$ cat config.mk
export PLATFORM = sky130hd
export DESIGN_NAME = telnet_command_stripper_core_flat
export DESIGN_NICKNAME = d
export VERILOG_FILES = /design/src/rtl/tcs_pkg.sv /design/src/rtl/tcs_if.sv /design/src/rtl/telnet_command_stripper_core.sv /design/src/rtl/tcs_parser.sv /design/src/rtl/tcs_out_stage.sv /design/src/flat_wrapper.sv
export SDC_FILE = /design/constraint.sdc
export NUM_CORES = 1
export LEC_CHECK = 0
export BUFFER_PORTS_ARGS = -buffer_cell sky130_fd_sc_hd__buf_2
export CAP_MARGIN = 20
export CORE_MARGIN = 1.5
export CORE_UTILIZATION = 50
export CTS_CLUSTER_SIZE = 20
export DETAILED_ROUTE_END_ITERATION = 10
export PLACE_DENSITY = 0.84
export SLEW_MARGIN = 5
export SYNTH_ARGS = -nofsm -noshare
export SYNTH_HDL_FRONTEND = slang
export SYNTH_SLANG_ARGS = --single-unit
$ cat constraint.sdc
create_clock -name clk -period 3.2 [get_ports clk]
set_input_delay 0.48 -clock clk [delete_from_list [all_inputs] [get_ports clk]]
set_output_delay 0.48 -clock clk [all_outputs]
set_load 0.03 [all_outputs]
$ cat src/rtl/tcs_pkg.sv
// Shared constants and types for the telnet command stripper.
// No dependencies; the parser, the output stage, the top level and the testbench refer to it by scoped name.
package tcs_pkg;

    // Telnet command codes
    localparam logic [7:0] TN_IAC  = 8'd255;
    localparam logic [7:0] TN_DONT = 8'd254;
    localparam logic [7:0] TN_DO   = 8'd253;
    localparam logic [7:0] TN_WONT = 8'd252;
    localparam logic [7:0] TN_WILL = 8'd251;
    localparam logic [7:0] TN_SB   = 8'd250;
    localparam logic [7:0] TN_SE   = 8'd240;

    // Result handed from the parser to the output register
    typedef struct packed {
        logic       valid;
        logic [7:0] data;
    } push_t;

endpackage

$ cat src/rtl/tcs_if.sv
// Valid/ready channel interfaces of the telnet command stripper.
// Depends on nothing; used by the parser, the output stage and the top level.
interface tcs_byte_if;
    logic       valid;
    logic       ready;
    logic [7:0] data;

    modport source (output valid, output data, input ready);
    modport sink (input valid, input data, output ready);
endinterface

interface tcs_cfg_if;
    logic valid;
    logic ready;
    logic data;

    modport source (output valid, output data, input ready);
    modport sink (input valid, input data, output ready);
endinterface

$ cat src/rtl/telnet_command_stripper_core.sv
// Telnet command stripper: top level with the bypass register.
// Depends on tcs_pkg, tcs_if, tcs_parser and tcs_out_stage.
//
// Usage:
//   rx  - received bytes, one per transfer (valid/ready).
//   tx  - data bytes kept after command removal, one per transfer.
//   cfg - one-bit bypass register; always ready. Write it only while idle.
// Each byte goes into an input register; the parser decodes it against the
// parse state and, if the byte is kept, loads the output register. A kept
// byte is driven on tx from the output register; dropped bytes
// (IAC, command, option and subnegotiation bytes) produce no transfer.
// Throughput is one byte per cycle while tx takes its bytes, set by the
// parse loop through the state register. When tx stalls with its
// register full, the next kept byte waits in the input register and rx
// ready falls; bytes that are dropped still pass through during the stall.
// Reset (rst_n low, asynchronous) empties both registers, returns the
// parser to normal data and clears bypass.
module telnet_command_stripper_core (
    input  logic       clk,
    input  logic       rst_n,
    tcs_byte_if.sink   rx,
    tcs_byte_if.source tx,
    tcs_cfg_if.sink    cfg
);

    logic           bypass_reg;
    logic           out_free;
    tcs_pkg::push_t push;

    // Configuration register
    assign cfg.ready = 1'b1;

    always_ff @(posedge clk or negedge rst_n)
    begin
        if (!rst_n)
            bypass_reg <= 1'b0;
        else if (cfg.valid && cfg.ready)
            bypass_reg <= cfg.data;
    end

    tcs_parser u_parser (
        .clk      (clk),
        .rst_n    (rst_n),
        .rx       (rx),
        .bypass   (bypass_reg),
        .out_free (out_free),
        .push     (push)
    );

    tcs_out_stage u_out (
        .clk      (clk),
        .rst_n    (rst_n),
        .push     (push),
        .out_free (out_free),
        .tx       (tx)
    );

endmodule

$ cat src/rtl/tcs_parser.sv
// Input register and telnet parse state machine.
// Depends on tcs_pkg and tcs_byte_if.
module tcs_parser (
    input  logic           clk,
    input  logic           rst_n,
    tcs_byte_if.sink       rx,
    input  logic           bypass,
    input  logic           out_free,
    output tcs_pkg::push_t push
);

    typedef enum logic [1:0] {
        ST_DATA   = 2'd0,
        ST_IAC    = 2'd1,
        ST_OPTION = 2'd2,
        ST_SUBNEG = 2'd3
    } parse_state_t;

    parse_state_t state_reg, state_next, state_calc;
    logic         in_valid_reg, in_valid_next;
    logic [7:0]   in_byte_reg;
    logic         keep;
    logic [7:0]   keep_data;
    logic         advance;

    // Decode of the held byte against the current parse state
    always_comb
    begin
        keep       = 1'b0;
        keep_data  = in_byte_reg;
        state_calc = state_reg;
        if (bypass)
        begin
            keep = 1'b1;
        end
        else
        begin
            case (state_reg)
                ST_DATA:
                begin
                    if (in_byte_reg == tcs_pkg::TN_IAC)
                        state_calc = ST_IAC;
                    else
                        keep = 1'b1;
                end
                ST_IAC:
                begin
                    if (in_byte_reg == tcs_pkg::TN_IAC)
                    begin
                        keep       = 1'b1;
                        state_calc = ST_DATA;
                    end
                    else if (in_byte_reg inside {tcs_pkg::TN_WILL, tcs_pkg::TN_WONT,
                                                 tcs_pkg::TN_DO, tcs_pkg::TN_DONT})
                        state_calc = ST_OPTION;
                    else if (in_byte_reg == tcs_pkg::TN_SB)
                        state_calc = ST_SUBNEG;
                    else
                        state_calc = ST_DATA;
                end
                ST_OPTION:
                    state_calc = ST_DATA;
                ST_SUBNEG:
                begin
                    if (in_byte_reg == tcs_pkg::TN_SE)
                        state_calc = ST_DATA;
                end
                default:
                    state_calc = ST_DATA;
            endcase
        end
    end

    // A dropped byte never waits on the output side
    assign advance  = in_valid_reg && (!keep || out_free);
    assign rx.ready = !in_valid_reg || advance;

    assign push.valid = advance && keep;
    assign push.data  = keep_data;

    always_comb
    begin
        in_valid_next = in_valid_reg;
        if (rx.valid && rx.ready)
            in_valid_next = 1'b1;
        else if (advance)
            in_valid_next = 1'b0;
        state_next = advance ? state_calc : state_reg;
    end

    // Control state
    always_ff @(posedge clk or negedge rst_n)
    begin
        if (!rst_n)
        begin
            in_valid_reg <= 1'b0;
            state_reg    <= ST_DATA;
        end
        else
        begin
            in_valid_reg <= in_valid_next;
            state_reg    <= state_next;
        end
    end

    // Held input byte
    always_ff @(posedge clk)
    begin
        if (rx.valid && rx.ready)
            in_byte_reg <= rx.data;
    end

    // A result is only produced when the output register can take it
    a_push_free: assert property (@(posedge clk) disable iff (!rst_n)
        push.valid |-> out_free)
        else $error("result pushed into a full output register");

    // Bypass leaves the parse state untouched
    a_bypass_hold: assert property (@(posedge clk) disable iff (!rst_n)
        (advance && bypass) |=> $stable(state_reg))
        else $error("parse state changed during bypass");

    // Nothing escapes from a subnegotiation
    a_subneg_drop: assert property (@(posedge clk) disable iff (!rst_n)
        (advance && !bypass && state_reg == ST_SUBNEG) |-> !push.valid)
        else $error("byte kept inside subnegotiation");

    // A held byte that cannot move stays put
    a_hold_byte: assert property (@(posedge clk) disable iff (!rst_n)
        (in_valid_reg && !advance) |=> (in_valid_reg && $stable(in_byte_reg)))
        else $error("stalled input byte lost or changed");

endmodule

$ cat src/rtl/tcs_out_stage.sv
// Output register that drives the result channel.
// Depends on tcs_pkg and tcs_byte_if.
module tcs_out_stage (
    input  logic           clk,
    input  logic           rst_n,
    input  tcs_pkg::push_t push,
    output logic           out_free,
    tcs_byte_if.source     tx
);

    logic       out_valid_reg, out_valid_next;
    logic [7:0] out_data_reg;

    // Free when empty or draining this cycle
    assign out_free = !out_valid_reg || tx.ready;

    always_comb
    begin
        out_valid_next = out_valid_reg && !tx.ready;
        if (push.valid)
            out_valid_next = 1'b1;
    end

    always_ff @(posedge clk or negedge rst_n)
    begin
        if (!rst_n)
            out_valid_reg <= 1'b0;
        else
            out_valid_reg <= out_valid_next;
    end

    always_ff @(posedge clk)
    begin
        if (push.valid)
            out_data_reg <= push.data;
    end

    assign tx.valid = out_valid_reg;
    assign tx.data  = out_data_reg;

endmodule

$ cat src/flat_wrapper.sv
// flat-port wrapper written by rule: the top's interface ports become plain ports
module telnet_command_stripper_core_flat 
  (clk, rst_n, rx_valid, rx_data, rx_ready, tx_valid, tx_data, tx_ready, cfg_valid, cfg_data, cfg_ready);
  tcs_byte_if rx_i ();
  tcs_byte_if tx_i ();
  tcs_cfg_if cfg_i ();
  input  logic clk;
  input  logic rst_n;
  input wire logic [$bits(rx_i.valid)-1:0] rx_valid;
  input wire logic [$bits(rx_i.data)-1:0] rx_data;
  output wire logic [$bits(rx_i.ready)-1:0] rx_ready;
  output wire logic [$bits(tx_i.valid)-1:0] tx_valid;
  output wire logic [$bits(tx_i.data)-1:0] tx_data;
  input wire logic [$bits(tx_i.ready)-1:0] tx_ready;
  input wire logic [$bits(cfg_i.valid)-1:0] cfg_valid;
  input wire logic [$bits(cfg_i.data)-1:0] cfg_data;
  output wire logic [$bits(cfg_i.ready)-1:0] cfg_ready;
  assign rx_i.valid = rx_valid;
  assign rx_i.data = rx_data;
  assign rx_ready = rx_i.ready;
  assign tx_valid = tx_i.valid;
  assign tx_data = tx_i.data;
  assign tx_i.ready = tx_ready;
  assign cfg_i.valid = cfg_valid;
  assign cfg_i.data = cfg_data;
  assign cfg_ready = cfg_i.ready;
  telnet_command_stripper_core u_core (.clk(clk), .rst_n(rst_n), .rx(rx_i), .tx(tx_i), .cfg(cfg_i));
endmodule
==> qor.csv, run 1 <==
stage,metric,value,unit
worst_setup_path,WP data required,2.72,ns
floorplanning,Initial Util,54.1,%
min_path,hold endpoint,u_core.u_parser.in_byte_reg[4],
timing,WHS,0.354,ns
clock_tree,"CTS clk-pin slew, worst paths",0.11,ns
worst_setup_path,startpoint class of the critical path,register,
clock_tree,Clock Path Buffers,2,
worst_setup_path,WP data arrival,1.81,ns
power_and_ir_drop,Power Dens Cells,529,mW/mm^2
min_path,Hold Path Depth,1,
power_and_ir_drop,Leak Pwr,0.413,nW
placement,DP HPWL,949,microns
power_and_ir_drop,total power draw,0.524,mW
timing,Clock Skew,0.00349,ns
detailed_routing,Detailed Route Iter0 Violations,10,
timing,post-route setup TNS,0,ns
logic_synthesis,share of the synthesized area in the top cell type,58.3,%
grt,vias in the first global route,433,
detailed_routing,via count,505,
status,status,finished clean,
floorplanning,Top Ports,25,
clock_tree,postcts setup bufs,0,
logic_synthesis,Gate Count Post-Synth,55,
min_path,HP Class,in -> reg,
logic_synthesis,leading area contributor after synthesis,edfxtp_1,
cells_and_area,area delta synth->final,20.0,%
worst_setup_path,Worst R2R Start,u_core.u_parser.in_byte_reg[1],
timing,Tightest Pin Transition,0.748,ns
clock_tree,root buffer cell,clkbuf_4,
clock_tree,CTS tree,built,
clock_tree,PostCTS Resize Cnt,0,
clock_tree,CTS H-tree lvls,1,
placement,Cells after DPL,93,
worst_setup_path,crit-path cells,and4_4 > a211oi_2 > a31oi_1 > and3_2 > inv_1 > buf_2,
timing,minimum clock period,2.29,ns
detailed_routing,DRT Wirelength,1220,microns
placement,"worst slack, placed",1.08,ns
logic_synthesis,"Seq/Total Area, Yosys",73.4,%
timing,max-slew violations,0,
cells_and_area,Non-Filler Instances,98,
clock_tree,worst-skew pair later-pin latency,0.29,ns
worst_setup_path,flop2flop setup slack,1.06,ns
floorplanning,core area,0.00152,sq mm
logic_synthesis,register bit total from synthesis,21,
worst_setup_path,kind of critical path,reg -> out,
grt,GRT Total Usage,14.2,%
detailed_routing,post-DR vias/cell,5.15,
logic_synthesis,Netlist cell types,24,
flow_run,MaxCap Viol Count,0,
detailed_routing,WL/cell,12.4,microns
cells_and_area,fin nets,97,
worst_setup_path,crit path max fanout,6,
floorplanning,Die X,43.6,microns
detailed_routing,residual DRC count,0,
worst_setup_path,r2r endpoint,u_core.u_out.tx.data[7],
min_path,min-delay src,rx_data[4],
grt,first-pass GRT wire length,1860,microns
cells_and_area,share of cells above drive strength 1,41.5,%
worst_setup_path,"Slowest-stage cell, CP",edfxtp_1,
detailed_routing,first drt pass iteration count,4,
timing,FMAX,436,MHz
timing,setup slack after layout,0.906,ns
worst_setup_path,crit-path max cell delay,0.47,ns
logic_synthesis,Synth Cell Area,825,sq um
detailed_routing,ANT nets after route,0,
floorplanning,# rows,14,
floorplanning,die height,43.6,microns
worst_setup_path,reg2reg path depth,5,
grt,largest net degree at the start of global routing,13,
timing,RSZ-0062 raised after global routing,false,
logic_synthesis,synth top area cells,"edfxtp_1 (58%), dfrtp_1 (15%), a21oi_1 (1.8%)",
power_and_ir_drop,peak supply drop,0.386,mV
logic_synthesis,Mean Syn Cell Area,15.0,sq um
clock_tree,Num CTS Buffers,3,
cells_and_area,Ant. Diodes,0,
timing,final-report hold violation count,0,
cells_and_area,# fillers,122,
grt,total grt overflow,0,
grt,antenna violations before repair,0,
placement,placer congestion estimate,0.763,
timing,final worst-path cycle share,71.7,%
placement,Port Buffers,23,
logic_synthesis,Post-Syn Nets,69,
timing,final setup violation count,0,
floorplanning,die area,0.00190,sq mm
timing,relative slew slack,50.1,%
worst_setup_path,CP Capture Type,output port,
clock_tree,clock sink total,21,
logic_synthesis,YS warnings,0,
[cell usage in the layout (no fill, tap or decap), types with 2 or more instances in the layout]
cell type	instances
edfxtp_1	16
inv_1	3
a31oi_1	2
a21oi_1	3
nor2_1	4
clkbuf_4	3
buf_2	23
nand2_1	4
nor2b_1	2
dfrtp_1	5
[how the worst max path moves through the flow]
stage / start / end / slack [ns] / cells after the start
3_5_place_dp: u_core.u_parser.in_byte_reg[1] / u_core.u_out.tx.data[5] / 1.08 / 5
6_report: u_core.u_parser.in_byte_reg[1] / rx_ready / 0.91 / 6
5_1_grt: u_core.u_parser.in_byte_reg[1] / rx_ready / 0.75 / 6
4_1_cts: u_core.u_parser.in_byte_reg[1] / rx_ready / 0.91 / 6
2_1_floorplan: u_core.u_parser.in_byte_reg[2] / u_core.u_parser.in_byte_reg[0] / 1.26 / 5
3_3_place_gp: u_core.u_parser.in_byte_reg[2] / u_core.u_parser.in_byte_reg[5] / 1.15 / 5
[Yosys cell counts]
cell type / count
a2111o_1: 1
a211oi_2: 1
a21oi_1: 3
a31oi_1: 2
and2_1: 1
and3_2: 1
and4_2: 1
and4_4: 1
buf_4: 1
conb_1: 1
dfrtp_1: 5
edfxtp_1: 16
inv_1: 3
mux2_2: 1
mux2_4: 1
mux2i_1: 1
nand2_1: 4
nand2b_1: 1
nand3_1: 1
nor2_1: 4
nor2b_1: 2
nor3_1: 1
o2111ai_1: 1
or2_2: 1
[report_power, final]
part	internal, mW	switching (mW)	leakage (nW)
Clock	0.0464	0.0752	0.0177
Combinational	0.0239	0.0479	0.180
Sequential	0.320	0.0105	0.215
[per-layer routing]
layer | global-route usage, % | wire length [microns] | up-vias
li1 | - | - | 253
met1 | 18.0 | 497 | 228
met2 | 21.5 | 625 | 22
met3 | 4.17 | 77 | 2
met4 | 9.09 | 17 | 0
met5 | 0 | 0 | -
[area by class of cell]
| type | count | area [sq um] | share of cell area (%) |
|---|---|---|---|
| multi-input cells | 30 | 200 | 20.2 |
| well taps | 16 | 20.0 | 2.02 |
| repair buffers | 24 | 125 | 12.6 |
| inverters | 3 | 11.3 | 1.14 |
| flip-flops and latches | 21 | 606 | 61.2 |
| clock inverters | 1 | 5.00 | 0.506 |
| clock buffers | 3 | 22.5 | 2.28 |
[worst max-delay path, delay by kind of cell, from the launching register on]
kind,cells,cell delay (ns)
AND/OR/NAND/NOR,2,0.50
flip-flops,1,0.47
AO/OA/AOI/OAI,2,0.34
buffers and inverters,2,0.20
[cell families (layout without fill, tap and decap cells)]
kind of cell | after synthesis | count (layout) | synth area share [%]
AO/OA/AOI/OAI | 8 | 8 | 7.28
buffers and inverters | 4 | 31 | 2.28
flip-flops | 21 | 21 | 73.4
multiplexers | 3 | 3 | 4.40
other | 1 | 1 | 0.455
AND/OR/NAND/NOR | 18 | 18 | 12.1
[through the flow]
stage	cell area (sq um)	util [%]
3_5_place_dp	952	62.5
4_1_cts	990	64.9
6_report	990	64.9
2_1_floorplan	825	-
5_1_grt	990	64.9
3_3_place_gp	952	62.5
[timing repair]
item,CTS,global route
endpoints found under the hold margin,5,0
hold buffers,1,0
setup endpoints to repair,0,0
Note: power is estimated with default switching activity, not from simulation.
==> run 2, diff against run 1 <==
--- a/config.mk
+++ b/config.mk
@@ -5,13 +5,15 @@
 export SDC_FILE = /design/constraint.sdc
 export NUM_CORES = 1
 export LEC_CHECK = 0
+export ABC_AREA = 1
 export BUFFER_PORTS_ARGS = -buffer_cell sky130_fd_sc_hd__buf_2
 export CAP_MARGIN = 20
+export CORE_ASPECT_RATIO = 1.5
 export CORE_MARGIN = 1.5
-export CORE_UTILIZATION = 50
+export CORE_UTILIZATION = 44
 export CTS_CLUSTER_SIZE = 20
 export DETAILED_ROUTE_END_ITERATION = 10
-export PLACE_DENSITY = 0.84
+export PLACE_DENSITY = 0.78
 export SLEW_MARGIN = 5
 export SYNTH_ARGS = -nofsm -noshare
 export SYNTH_HDL_FRONTEND = slang
==> constraint.sdc (replaced) <==
create_clock -name clk -period 2.1 [get_ports clk]
set_input_delay 0.315 -clock clk [delete_from_list [all_inputs] [get_ports clk]]
set_output_delay 0.315 -clock clk [all_outputs]
set_load 0.03 [all_outputs]
==> qor.csv, run 2 <==
stage,metric,value,unit,change
clock_tree,Num CTS Buffers,3,,unchanged
worst_setup_path,crit path capture,rx_ready,,unchanged
floorplanning,die height,58.1,microns,was 43.6 microns
clock_tree,"CTS clk-pin slew, worst paths",0.11,ns,about the same
timing,max-slew violations,0,,unchanged
cells_and_area,fin nets,122,,was 97
worst_setup_path,WP data required,1.78,ns,was 2.72 ns
worst_setup_path,kind of critical path,reg -> out,,unchanged
logic_synthesis,top-count cell post-synth,nand2_1,,was edfxtp_1
detailed_routing,ANT nets after route,0,,unchanged
detailed_routing,via count,623,,was 505
worst_setup_path,crit-path cells,nand2_1 > nor2_2 > nand2_1 > nand2_2 > nand3_2 > nand3_1 > buf_2,,was and4_4 > a211oi_2 > a31oi_1 > and3_2 > inv_1 > buf_2
clock_tree,root buffer cell,clkbuf_4,,unchanged
worst_setup_path,reg2reg path depth,8,,was 5
grt,largest net degree at the start of global routing,13,,unchanged
placement,Port Buffers,23,,unchanged
worst_setup_path,crit-path max cell delay,0.41,ns,was 0.47 ns
logic_synthesis,ys async rst share,23.8,%,unchanged
logic_synthesis,synth cell count leaders,"nand2_1 (19), edfxtp_1 (16), inv_1 (11)",,"was edfxtp_1 (16), dfrtp_1 (5), nand2_1 (4), nor2_1 (4)"
detailed_routing,WL/cell,10.4,microns,was 12.4 microns
grt,first-pass GRT wire length,2220,microns,was 1860 microns
power_and_ir_drop,Leak Pwr,0.488,nW,was 0.413 nW
logic_synthesis,"Seq/Total Area, Yosys",68.1,%,was 73.4%
worst_setup_path,startpoint class of the critical path,register,,unchanged
power_and_ir_drop,clock network power share,16.7,%,was 23.2%
detailed_routing,first drt pass iteration count,4,,unchanged
grt,vias in the first global route,542,,was 433
detailed_routing,DRT Wirelength,1330,microns,was 1220 microns
cells_and_area,area delta synth->final,19.3,%,was 20.0%
placement,"worst slack, placed",0.462,ns,was 1.08 ns
power_and_ir_drop,peak supply drop,0.628,mV,was 0.386 mV
logic_synthesis,leading area contributor after synthesis,edfxtp_1,,unchanged
flow_run,MaxCap Viol Count,0,,unchanged
power_and_ir_drop,Net Switching,0.404,mW,was 0.134 mW
worst_setup_path,CP Capture Type,output port,,unchanged
cells_and_area,Ant. Diodes,0,,unchanged
placement,placed cell area,0.00102,sq mm,was 952 sq um
power_and_ir_drop,sequential fraction of design power,52.6,%,was 63.1%
worst_setup_path,crit path max fanout,4,,was 6
timing,setup slack after layout,0.267,ns,was 0.906 ns
clock_tree,clock sink total,21,,unchanged
cells_and_area,final core utilization,56.5,%,was 64.9%
logic_synthesis,"EDFF count, synth",16,,unchanged
placement,placer congestion estimate,0.840,,was 0.763
logic_synthesis,register bit total from synthesis,21,,unchanged
grt,total grt overflow,0,,unchanged
grt,GRT Total Usage,15.0,%,was 14.2%
timing,final-report hold violation count,0,,unchanged
floorplanning,# rows,19,,was 14
power_and_ir_drop,Power Dens Cells,1060,mW/mm^2,was 529 mW/mm^2
detailed_routing,residual DRC count,0,,unchanged
floorplanning,Die X,39.7,microns,was 43.6 microns
detailed_routing,Detailed Route Iter0 Violations,15,,was 10
worst_setup_path,Critical Path Most Common Cell,nand2_1,,
floorplanning,Top Ports,25,,unchanged
timing,Clock Skew,0.00120,ns,was 0.00349 ns
placement,DP HPWL,1020,microns,was 949 microns
cells_and_area,share of cells above drive strength 1,34.6,%,was 41.5%
grt,antenna violations before repair,0,,unchanged
worst_setup_path,Critical Path Source,u_core.u_parser.in_byte_reg[2],,was u_core.u_parser.in_byte_reg[1]
logic_synthesis,Netlist cell types,16,,was 24
worst_setup_path,Worst R2R Start,u_core.u_parser.in_byte_reg[2],,was u_core.u_parser.in_byte_reg[1]
logic_synthesis,ys flop type,edfxtp_1,,unchanged
clock_tree,Clock Path Buffers,2,,unchanged
grt,met1 Use GR,16.1,%,was 18.0%
timing,minimum clock period,1.83,ns,
timing,FMAX,546,MHz,
logic_synthesis,YS warnings,0,,unchanged
timing,final setup violation count,0,,unchanged
worst_setup_path,r2r endpoint,u_core.u_out.tx.data[6],,was u_core.u_out.tx.data[7]
worst_setup_path,WP data arrival,1.52,ns,was 1.81 ns
logic_synthesis,Mean Syn Cell Area,11.1,sq um,was 15.0 sq um
floorplanning,Initial Util,47.4,%,was 54.1%
clock_tree,CTS H-tree lvls,1,,unchanged
worst_setup_path,flop2flop setup slack,0.43,ns,was 1.06 ns
cells_and_area,Post-Layout Inst Area,0.00106,sq mm,was 990 sq um
detailed_routing,post-DR vias/cell,4.87,,was 5.15
grt,met2 global-route usage,23.7,%,was 21.5%
power_and_ir_drop,Pint,0.715,mW,was 0.390 mW
logic_synthesis,synth top area cells,"edfxtp_1 (54%), dfrtp_1 (14%), nand2_1 (8.0%)",,"was edfxtp_1 (58%), dfrtp_1 (15%), a21oi_1 (1.8%)"
cells_and_area,most frequent cells in the layout,"buf_2 (23), nand2_1 (19), edfxtp_1 (16)",,"was buf_2 (23), edfxtp_1 (16), dfrtp_1 (5)"
timing,post-route setup TNS,0,ns,unchanged
min_path,HP Class,in -> reg,,unchanged
power_and_ir_drop,sw frac,36.1,%,was 25.5%
clock_tree,postcts setup bufs,0,,unchanged
grt,GR Util met3,2.68,%,was 4.17%
logic_synthesis,Synth Cell Area,890,sq um,was 825 sq um
cells_and_area,"most common cell after layout, fill and taps aside",buf_2,,unchanged
logic_synthesis,Post-Syn Nets,94,,was 69
worst_setup_path,"Slowest-stage cell, CP",edfxtp_1,,unchanged
power_and_ir_drop,combinational group share of total power,30.7,%,was 13.7%
status,status,finished clean,,unchanged
grt,GR peak layer,met2,,unchanged
timing,final worst-path cycle share,87.3,%,
floorplanning,die area,0.00231,sq mm,was 0.00190 sq mm
floorplanning,core area,0.00188,sq mm,was 0.00152 sq mm
logic_synthesis,Gate Count Post-Synth,80,,was 55
timing,RSZ-0062 raised after global routing,false,,unchanged
logic_synthesis,share of the synthesized area in the top cell type,54.0,%,was 58.3%
clock_tree,worst-skew pair later-pin latency,0.30,ns,was 0.29 ns
clock_tree,CTS tree,built,,unchanged
## run 2: critical path: cells and delay by family, from the launching register on
| family | cells | cell delay (ns) |
|---|---|---|
| buf+inv | 1 | 0.21 |
| flops | 1 | 0.41 |
| simple gates | 6 | 0.60 |
## run 2: cells by family after synthesis
| family | synth area share (%) |
|---|---|
| compound gates | 2.67 |
| buf+inv | 5.49 |
| flops | 68.1 |
| other cells | 0.422 |
| simple gates | 23.3 |
## run 2: worst min path at each step
stage	to	slack (ns)	from	cells past startpoint
floorplan	u_core.bypass_reg	0.02	rst_n	0
global placement	u_core.bypass_reg	0.13	rst_n	1
detailed placement	u_core.u_parser.state_reg[0]	0.13	rst_n	1
CTS	u_core.u_parser.in_byte_reg[2]	0.17	rx_data[2]	1
global route	u_core.u_parser.in_byte_reg[2]	0.15	rx_data[2]	1
finish	u_core.u_parser.in_byte_reg[3]	0.18	rx_data[3]	1
## run 2: what timing repair did
item	4_1_cts	5_1_grt
hold buffers	1	0
gates resized for setup	0	0
endpoints found under the hold margin	5	0
## run 2: power by group through the flow
stage	clock network [mW]	registers, mW	logic [mW]
2_1_floorplan	0	0.689	0.164
3_3_place_gp	0	0.596	0.335
3_5_place_dp	0	0.600	0.340
4_1_cts	0.197	0.590	0.345
5_1_grt	0.221	0.599	0.371
6_report	0.187	0.589	0.343
## run 2: stage by stage
stage	instances	hold slack, ns	power, mW
2_1_floorplan	80	0.0194	0.853
3_3_place_gp	123	0.132	0.931
3_5_place_dp	123	0.135	0.940
4_1_cts	128	0.169	1.13
5_1_grt	128	0.148	1.19
6_report	128	0.180	1.12
## run 2: per-layer routing
layer | share of wire, % | wire, microns | vias to the layer above
li1 | - | - | 314
met1 | 37 | 495 | 284
met2 | 54 | 713 | 21
met3 | 4.8 | 63 | 4
met4 | 3.9 | 52 | 0
met5 | 0 | 0 | -
## run 2: cell type report
cell class | count | area (sq um)
timing repair buffer | 24 | 125
inverter | 11 | 41.3
fill | 161 | 817
sequential | 21 | 606
clock inverter | 1 | 5.00
tap | 21 | 26.3
multi-input combinational | 47 | 235
clock buffer | 3 | 22.5
==> run 3, diff against run 2 <==
--- a/config.mk
+++ b/config.mk
@@ -5,15 +5,14 @@
 export SDC_FILE = /design/constraint.sdc
 export NUM_CORES = 1
 export LEC_CHECK = 0
-export ABC_AREA = 1
+export ABC_AREA = 0
 export BUFFER_PORTS_ARGS = -buffer_cell sky130_fd_sc_hd__buf_2
 export CAP_MARGIN = 20
-export CORE_ASPECT_RATIO = 1.5
 export CORE_MARGIN = 1.5
-export CORE_UTILIZATION = 44
+export CORE_UTILIZATION = 43
 export CTS_CLUSTER_SIZE = 20
 export DETAILED_ROUTE_END_ITERATION = 10
-export PLACE_DENSITY = 0.78
+export PLACE_DENSITY = 0.77
 export SLEW_MARGIN = 5
 export SYNTH_ARGS = -nofsm -noshare
 export SYNTH_HDL_FRONTEND = slang
==> qor.csv, run 3 (synthesized netlist as in run 1, its figures left out) <==
stage,metric,value,unit,change
timing,FMAX,493,MHz,was 546 MHz
floorplanning,core area,0.00176,sq mm,was 0.00188 sq mm
detailed_routing,first drt pass iteration count,4,,unchanged
detailed_routing,ANT nets after route,0,,unchanged
grt,total grt overflow,0,,unchanged
worst_setup_path,CP Capture Type,output port,,unchanged
detailed_routing,post-DR vias/cell,4.83,,was 4.87
floorplanning,Die X,46.8,microns,was 39.7 microns
worst_setup_path,CP top delay family,simple AND/OR/NAND/NOR gates,,unchanged
clock_tree,Clock Path Buffers,2,,unchanged
worst_setup_path,crit-path max cell delay,0.40,ns,was 0.41 ns
cells_and_area,area delta synth->final,31.3,%,was 19.3%
timing,Clock Skew,0.00246,ns,was 0.00120 ns
cells_and_area,Post-Layout Inst Area,0.00108,sq mm,was 0.00106 sq mm
placement,DP HPWL,902,microns,was 1020 microns
clock_tree,clock sink total,21,,unchanged
worst_setup_path,startpoint class of the critical path,register,,unchanged
grt,antenna violations before repair,0,,unchanged
timing,post-route setup TNS,0,ns,unchanged
worst_setup_path,"Slowest-stage cell, CP",edfxtp_1,,unchanged
grt,vias in the first global route,459,,was 542
timing,max-slew violations,0,,unchanged
cells_and_area,share of cells above drive strength 1,48.4,%,was 34.6%
worst_setup_path,crit-path cells,and4_4 > a211oi_2 > a31oi_2 > and3_4 > inv_1 > clkbuf_4,,was nand2_1 > nor2_2 > nand2_1 > nand2_2 > nand3_2 > nand3_1 > buf_2
power_and_ir_drop,Leak Pwr,0.458,nW,was 0.488 nW
min_path,HP Class,in -> reg,,unchanged
floorplanning,die area,0.00219,sq mm,was 0.00231 sq mm
clock_tree,"CTS clk-pin slew, worst paths",0.11,ns,about the same
worst_setup_path,WP data arrival,1.71,ns,was 1.52 ns
worst_setup_path,worst path bufs/invs,2,,was 1
detailed_routing,DRT Wirelength,1340,microns,was 1330 microns
timing,final-report hold violation count,0,,unchanged
floorplanning,# rows,15,,was 19
placement,placer congestion estimate,0.759,,was 0.840
worst_setup_path,WP data required,1.78,ns,about the same
detailed_routing,via count,560,,was 623
worst_setup_path,kind of critical path,reg -> out,,unchanged
cells_and_area,Non-Filler Instances,116,,was 128
clock_tree,root buffer cell,clkbuf_4,,unchanged
grt,GRT Total Usage,14.0,%,was 15.0%
detailed_routing,WL/cell,11.6,microns,was 10.4 microns
floorplanning,die height,46.8,microns,was 58.1 microns
clock_tree,CTS H-tree lvls,1,,unchanged
placement,Port Buffers,23,,unchanged
timing,final worst-path cycle share,96.7,%,was 87.3%
grt,first-pass GRT wire length,2010,microns,was 2220 microns
placement,Cells after DPL,104,,was 123
status,status,finished clean,,unchanged
detailed_routing,met3 wire length,61,microns,was 63 microns
clock_tree,CTS tree,built,,unchanged
power_and_ir_drop,peak supply drop,0.556,mV,was 0.628 mV
timing,RSZ-0062 raised after global routing,false,,unchanged
timing,final setup violation count,0,,unchanged
cells_and_area,most frequent cells in the layout,"buf_2 (22), edfxtp_1 (16), buf_4 (9)",,"was buf_2 (23), nand2_1 (19), edfxtp_1 (16)"
power_and_ir_drop,Power Dens Cells,760,mW/mm^2,was 1060 mW/mm^2
floorplanning,Initial Util,46.7,%,was 47.4%
clock_tree,worst-skew pair later-pin latency,0.30,ns,about the same
placement,placed cell area,978,sq um,was 0.00102 sq mm
grt,largest net degree at the start of global routing,13,,unchanged
detailed_routing,residual DRC count,0,,unchanged
worst_setup_path,crit path max fanout,4,,unchanged
floorplanning,Top Ports,25,,unchanged
flow_run,MaxCap Viol Count,0,,unchanged
cells_and_area,"most common cell after layout, fill and taps aside",buf_2,,unchanged
cells_and_area,final core utilization,61.3,%,was 56.5%
cells_and_area,fin nets,106,,was 122
cells_and_area,Ant. Diodes,0,,unchanged
detailed_routing,Top Layer Used,met4,,unchanged
clock_tree,Num CTS Buffers,3,,unchanged
detailed_routing,Detailed Route Iter0 Violations,15,,unchanged
detailed_routing,WL met2,634,microns,was 713 microns
timing,minimum clock period,2.03,ns,was 1.83 ns
detailed_routing,wl on met1,597,microns,was 495 microns
==> run 3: cell count changes in the layout (fill, tap and decap cells not counted), sizes merged, moves of 2 or more <==
cell,previous run,this run
a31oi,0,2
and4,0,2
buf,23,31
inv,11,3
mux2,0,2
nand2,23,4
nand3,6,1
nand4,2,0
nor2,11,4
nor2b,0,2
o21ai,2,0
==> run 3: final timing paths <==
path                                                 from                              to  slack (ns)  cells past startpoint
max reg2reg                u_core.u_parser.in_byte_reg[5]    u_core.u_parser.state_reg[0]        0.11                      6
min                                            rx_data[4]  u_core.u_parser.in_byte_reg[4]        0.18                      1
min in group asynchronous                           rst_n               u_core.bypass_reg        0.34                      2
min reg2reg                u_core.u_parser.in_byte_reg[6]         u_core.u_out.tx.data[6]        0.47                      0
max                        u_core.u_parser.in_byte_reg[5]                        rx_ready        0.07                      6
max in group asynchronous                           rst_n    u_core.u_parser.in_valid_reg        1.63                      2
==> run 3: stage by stage <==
step | hold slack [ns] | worst slack [ns] | power [mW]
floorplan | 0.0194 | 0.158 | 0.584
global placement | 0.133 | 0.255 | 0.624
detailed placement | 0.135 | 0.170 | 0.628
CTS | 0.177 | 0.00514 | 0.820
global route | 0.159 | 0.00204 | 0.859
finish | 0.180 | 0.0701 | 0.822
==> run 3: routing by layer <==
metal | global-route usage (%) | up-vias
met5 | 0 | -
met4 | 10.0 | 0
met3 | 3.46 | 4
met2 | 20.5 | 22
met1 | 18.0 | 261
li1 | - | 273
==> run 3: timing repair <==
| action | 4_1_cts | 5_1_grt |
|---|---|---|
| endpoints found under the setup margin | 1 | 1 |
| buffers inserted | 4 | 3 |
| gates resized for setup | 1 | 3 |
| hold endpoints to repair | 5 | 0 |
| pin swaps | 0 | 1 |
| hold buffers | 1 | 0 |
==> run 3: power breakdown <==
part | switching, mW | internal, mW
logic | 0.0820 | 0.0532
clock network | 0.116 | 0.0711
registers | 0.0132 | 0.487
total | 0.211 | 0.611
==> run 3: cell type report <==
| type | instances | area (sq um) |
|---|---|---|
| tap | 25 | 31.3 |
| fill | 149 | 682 |
| multi-input combinational | 30 | 211 |
| sequential | 21 | 606 |
| timing repair buffer | 33 | 195 |
| inverter | 3 | 11.3 |
| clock buffer | 3 | 22.5 |
| clock inverter | 1 | 5.00 |
